$ cat config.mk
export PLATFORM = sky130hd
export DESIGN_NAME = dfrt_ram
export DESIGN_NICKNAME = d
export VERILOG_FILES = /design/src/rtl/dfrt_ram.sv
export SDC_FILE = /design/constraint.sdc
export NUM_CORES = 1
export LEC_CHECK = 0
export BUFFER_PORTS_ARGS = -buffer_cell sky130_fd_sc_hd__buf_2
export CORE_UTILIZATION = 45
export CTS_CLUSTER_SIZE = 24
export DETAILED_ROUTE_END_ITERATION = 16
export GPL_TIMING_DRIVEN = 0
export PLACE_DENSITY = 0.6
export SKIP_LAST_GASP = 1
export SLEW_MARGIN = 20
export SYNTH_ARGS = -nofsm -noshare
export SYNTH_HDL_FRONTEND = slang
export SYNTH_SLANG_ARGS = --single-unit
$ cat constraint.sdc
create_clock -name clk -period 2.6 [get_ports clk]
set_clock_uncertainty 0.15 [all_clocks]
set_input_delay 0.52 -clock clk [delete_from_list [all_inputs] [get_ports clk]]
set_output_delay 0.52 -clock clk [all_outputs]
set_load 0.01 [all_outputs]
$ cat src/rtl/dfrt_ram.sv
// Generic single-write, single-read RAM with registered read data.
module dfrt_ram #(
  parameter int W = 8,
  parameter int D = 16
) (
  input  logic                 clk,
  input  logic                 we,
  input  logic [$clog2(D)-1:0] waddr,
  input  logic [W-1:0]         wdata,
  input  logic                 re,
  input  logic [$clog2(D)-1:0] raddr,
  output logic [W-1:0]         rdata
);
  logic [W-1:0] mem [D];

  always_ff @(posedge clk) begin
    if (we) begin
      mem[waddr] <= wdata;
    end
    if (re) begin
      rdata <= mem[raddr];
    end
  end
endmodule

Word level (Yosys, flattened, before mapping)
Memory sizes are Yosys's and may differ from the RTL's. A register that Yosys moved wholly into a read port is not among the register bits.
Index checks and enable logic that the tools add are counted.
{ "totals": {"ff_bits": 0, "ramBits": 128, "output_inout_bits": 8, "elab_cells": 3, "memories": 1} }
{ "mem_list": {"columns": ["memory", "words", "word_bits", "rd", "rd_ports_with_merged_regs", "write_ports", "line", "source"], "rows": [
  ["mem", 16, 8, 1, 1, 1, "14", "logic [W-1:0] mem [D];"]
]} }
{ "classes": {"muxes": 2} }
{ "ops": {"columns": ["op", "count"], "rows": [
  ["$mux 1", 2]
]} }

Longest topological paths before layout
Gate-level depths: netlist (run 1).
{ "logic_depth": {"ltp_word": 2, "ltp_mapped": 5} }

Worst setup path before layout (run 1)
OpenSTA, ideal clock, no wires.
{ "synth_path": {"path_type": "input to register", "start": "input waddr[2]", "end": "memory mem[0][0] (enable)", "arrival_time_ns": 1.630, "t_required_ns": 2.067, "slack_ns": 0.437, "cell_stages": 2, "path_buffers": 0, "cell_sequence": "or3b_2 -> nor3_1"} }
{ "synth_rtl": {"columns": ["element", "line", "source"], "rows": [
  ["from (decl)", "8", "input logic [$clog2(D)-1:0] waddr,"],
  ["to (decl)", "14", null]
]} }
Straight into the memory's write port.

Final worst setup path (run 1)
{ "layout_path": {"start": "input waddr[2]", "end": "memory mem[1][5] (enable)"} }
Straight into the memory's write port.

==> results of run 1 <==
## synthesized netlist by cell type, drive strengths merged, types with 2 or more instances
master	count	area [um^2]
edfxtp	136	4080
mux4	32	773
a22oi	16	120
nor2	13	48.8
nand2	9	33.8
buf	7	56.3
nor3	4	20.0
clkdlybuf4s25	3	30.0
nand2b	2	12.5
nand3b	2	15.0
## stage by stage
stage | utilization (%) | cell area (um^2) | TNS [ps]
3_5_place_dp | 50.1 | 5550 | 0
4_1_cts | 55.5 | 6150 | 0
6_report | 55.5 | 6150 | 0
3_3_place_gp | 49.9 | 5530 | -1160
2_1_floorplan | - | 5230 | 0
5_1_grt | 55.5 | 6150 | 0
## per-layer routing
| layer | global-route usage [%] | routed length (um) |
|---|---|---|
| met3 | 4.92 | 516 |
| met2 | 26.3 | 4500 |
| met4 | 7.81 | 187 |
| met1 | 25.9 | 4360 |
| met5 | 0 | 0 |
## final timing paths
path / start / end / slack [ps] / cells past startpoint
worst max-delay path: waddr[2] / mem[1][5] / 630 / 3
worst min-delay path: re / rdata[3] / 310 / 1
worst max register to register: mem[6][0] / rdata[0] / 840 / 3
worst min register to register: mem[8][3] / rdata[3] / 610 / 3
## state kept, by name, indices dropped and copies added (netlist names)
| register | cells |
|---|---|
| mem | 128 |
| rdata | 8 |
## worst max-delay path: stages
cell and delay (ps):
buf_2 110, or3b_2 530, nor2_1 680
## layout by cell type, fill, tap and decap left out, drive strengths merged, types with 2 or more instances in the layout
| master | instances |
|---|---|
| nand2b | 2 |
| mux4 | 32 |
| nand3b | 2 |
| clkdlybuf4s25 | 3 |
| bufinv | 3 |
| nor3 | 4 |
| a22oi | 16 |
| nand2 | 9 |
| clkbuf | 18 |
| clkinv | 4 |
| buf | 32 |
| inv | 3 |
| clkinvlp | 4 |
| nor2 | 13 |
| edfxtp | 136 |
## kinds of logic (layout without fill, tap and decap cells)
family,after synthesis,after routing,synth area share (%)
AOI/OAI and AO/OA,16,16,2.30
DFF,136,136,78.1
and+or+nand+nor,35,35,3.14
buffers and inverters,10,67,1.65
muxes,32,32,14.8
## cell type report
class	count	area share, %
sequential	136	66.4
multi-input combinational	83	17.5
clock buffer	18	6.98
tap	140	2.85
clock inverter	14	2.83
timing repair buffer	25	2.03
buffer	10	1.40
## report_power, final
part	switching, uW	leakage, uW	internal [uW]
Combinational	139	0.000523	95.3
Clock	898	0.000283	1510
Sequential	9.63	0.00124	2470
Total	1050	0.00204	4080
==> impl_metrics.ini, run 1 <==
[run_status]
status = complete, no violations

[hold_path]
hp-class = in -> reg

[placement]
place.gp.congestion = 0.674
hpwl_um = 6010
placed_cells_incl_taps = 394
place_ws_ps = 201
portBuffers = 25

[setup_path]
crit_arrival_ps = 1850
critPathMaxFanout = 8
end_kind = flip-flop
crit_required_ps = 2480
crit_path_start_kind = input port
path_class = in -> reg

[clock_network]
cts_tree = built
path_clk_slew_ps = 60
cts_buffer_depth = 2
cts_sinks = 136
clock_latency_ps = 410
cts_buffers = 17
postCtsSetupBuffers = 0
hold_buffers = 0
cts_resized = 0
clock-root-buffer = clkbuf_16
htreeDepth = 4

[detailed_routing]
routedWlPerCell_um = 22.5
num_vias = 2390
wl_um = 9570
drc = 0
dr.pass1.iters = 4
route.antenna.remaining_nets = 0
vias_per_cell = 5.61
drt_iter0_markers = 148

[layout]
num_antenna_cells = 0
area_delta_synth_final_pct = 17.7
nets = 292
seqCellArea_mm2 = 0.00408
nFillCells = 836
multi_input_area_mm2 = 0.00108
drive_gt1_share_pct = 31.1
layoutNonFillerInstCount = 426

[timing]
finalWorstSetupSlack_ps = 627
rsz0062_at_grt = no
finalCritPeriodShare_pct = 75.9
worst_pin_slew_ps = 856
slew_headroom_pct = 42.8
finalCriticalPeriod_ps = 1970
holdWs_ps = 312
finalHoldViolCount = 0
slew_viol_final = 0
finalSetupViolations = 0
fmax_mhz = 507

[global_route]
grt_pass1_wl_um = 14500
antenna_found_initial = 0
grt_overflow = 0
grt_pass1_vias = 2430
grt_usage_pct = 18.1
grt_max_degree = 17

[yosys]
synth_seq_cells = 136
postSynthCellCount = 229
synth-edff-count = 136
synth_seq_area_share_pct = 78.1
yosysWarnings = 0
syn-cell-area_mm2 = 0.00523
synthFlopType = edfxtp_1
async_reset_ff_share_pct = 0
syn-num-nets = 248
yosysUniqueCellTypes = 18
syn_area_per_cell_um2 = 22.8

[floorplanning]
fp-row-count = 38
die_area_mm2 = 0.0121
fp.coreArea_mm2 = 0.0111
die_h_um = 110
io_pins = 27
die_w_um = 110
start_util_pct = 47.2

[flow_run]
cap_violations = 0

[power]
total_power_uw = 5130
power_density_mw_per_mm2 = 834
p_leak_uw = 0.00204
ir_worst_vdd_mv = 0.413
(Power assumes the default switching activity.)
==> run 2: changes to the inputs <==
==> constraint.sdc (replaced) <==
create_clock -name clk -period 2 [get_ports clk]
set_clock_uncertainty 0.15 [all_clocks]
set_input_delay 0.4 -clock clk [delete_from_list [all_inputs] [get_ports clk]]
set_output_delay 0.4 -clock clk [all_outputs]
set_load 0.01 [all_outputs]
==> impl_metrics.ini, run 2 (synthesis results as in run 1) <==
[layout]
drive_gt1_share_pct = 29.7
largest_reg_flops = 128
multi_input_area_mm2 = 0.00108
nets = 292
area_delta_synth_final_pct = 16.1
layoutNonFillerInstCount = 426
layout_commonest_cell = edfxtp_1
utilization_pct = 54.8
reg_top3 = mem: 128 flops, rdata: 8 flops
nFillCells = 871
seqCellArea_mm2 = 0.00408
top_register = mem
num_antenna_cells = 0
final_cell_mix = edfxtp_1, buf_2, mux4_2

[floorplanning]
die_h_um = 110
start_util_pct = 47.2
die_area_mm2 = 0.0121
io_pins = 27
fp.coreArea_mm2 = 0.0111
die_w_um = 110
fp-row-count = 38

[clock_network]
cts_tree = built
clock_latency_ps = 410
cts_buffer_depth = 2
cts_sinks = 136
hold_buffers = 0
cts_resized = 0
clock-root-buffer = clkbuf_16
htreeDepth = 4
path_clk_slew_ps = 60
postCtsSetupBuffers = 0
cts_buffers = 17

[power]
ir_worst_vdd_mv = 0.523
switching_share_pct = 20.1
seqPwrFrac_pct = 51.5
p_comb_share_pct = 4.9
power_density_mw_per_mm2 = 1030
pwr-share-clk_pct = 43.6
switchingPower_uw = 1260
p_leak_uw = 0.00202
p_int_uw = 5000

[flow_run]
cap_violations = 0

[setup_path]
end_kind = flip-flop
path_class = in -> reg
critPathMaxFanout = 8
crit_path_start_kind = input port
crit_required_ps = 1880
crit_arrival_ps = 1750
reg2reg_depth = 3

[placement]
placed_cells_incl_taps = 394
place.gp.congestion = 0.662
portBuffers = 25
hpwl_um = 6080

[global_route]
antenna_found_initial = 0
grt_pass1_wl_um = 14600
grt_pass1_vias = 2450
grt_usage_pct = 18.5
grt_overflow = 0
grt_max_degree = 17

[run_status]
status = complete, no violations

[timing]
finalCriticalPeriod_ps = 1870
finalSetupViolations = 0
slew_viol_final = 0
fmax_mhz = 536
finalCritPeriodShare_pct = 93.3
finalHoldViolCount = 0
rsz0062_at_grt = no
slew_headroom_pct = 42.3
worst_pin_slew_ps = 862

[detailed_routing]
drc = 0
dr.pass1.iters = 4
routedWlPerCell_um = 22.8
wl_um = 9710
route.antenna.remaining_nets = 0
num_vias = 2380
drt_iter0_markers = 175
vias_per_cell = 5.59

[hold_path]
hp-class = in -> reg
holdPathStages = 1
## run 2: worst paths after layout
| kind | from | endpoint | slack (ps) |
|---|---|---|---|
| worst max-delay path | waddr[2] | mem[2][1] | 130 |
| worst min-delay path | re | rdata[1] | 190 |
| worst max register to register | mem[6][0] | rdata[0] | 240 |
| worst min register to register | mem[11][3] | rdata[3] | 600 |
## run 2: layout make-up
class | count | area share (%)
Timing Repair Buffer | 25 | 2.06
Tap cell | 140 | 2.89
Buffer | 10 | 1.42
Clock inverter | 14 | 1.48
Sequential cell | 136 | 67.3
Clock buffer | 18 | 7.07
Multi-Input combinational cell | 83 | 17.8
## run 2: power by group through the flow
stage,sequential (uW),combinational (uW),clock [uW]
finish,3230,305,2730
global route,3230,332,2880
CTS,3230,311,2770
detailed placement,3280,310,0
global placement,3280,302,0
floorplan,3290,162,0
## run 2: per-stage QoR
step / TNS, ps / total power, uW / cell area, um^2 / setup slack [ps] / hold slack [ps]
after floorplan: 0 / 3450 / 5230 / 168 / 349
after global routing: 0 / 6440 / 6070 / 89.7 / 192
after detailed placement: -8440 / 3590 / 5550 / -267 / 591
final: 0 / 6260 / 6070 / 134 / 192
after global placement: -14820 / 3580 / 5530 / -414 / 588
after CTS: 0 / 6310 / 6070 / 163 / 182
## run 2: worst max-delay path, cell delays in order
cell and delay (ps):
buf_2 110, or3b_2 540, nor2_1 690
## run 2: per-layer routing
| layer | global-route usage, % | vias to the layer above | part of all wire, % |
|---|---|---|---|
| met5 | 0 | - | 0 |
| met1 | 25.8 | 1236 | 45 |
| li1 | - | 1069 | - |
| met3 | 4.98 | 10 | 5.0 |
| met2 | 27.6 | 65 | 48 |
| met4 | 7.81 | 0 | 1.5 |
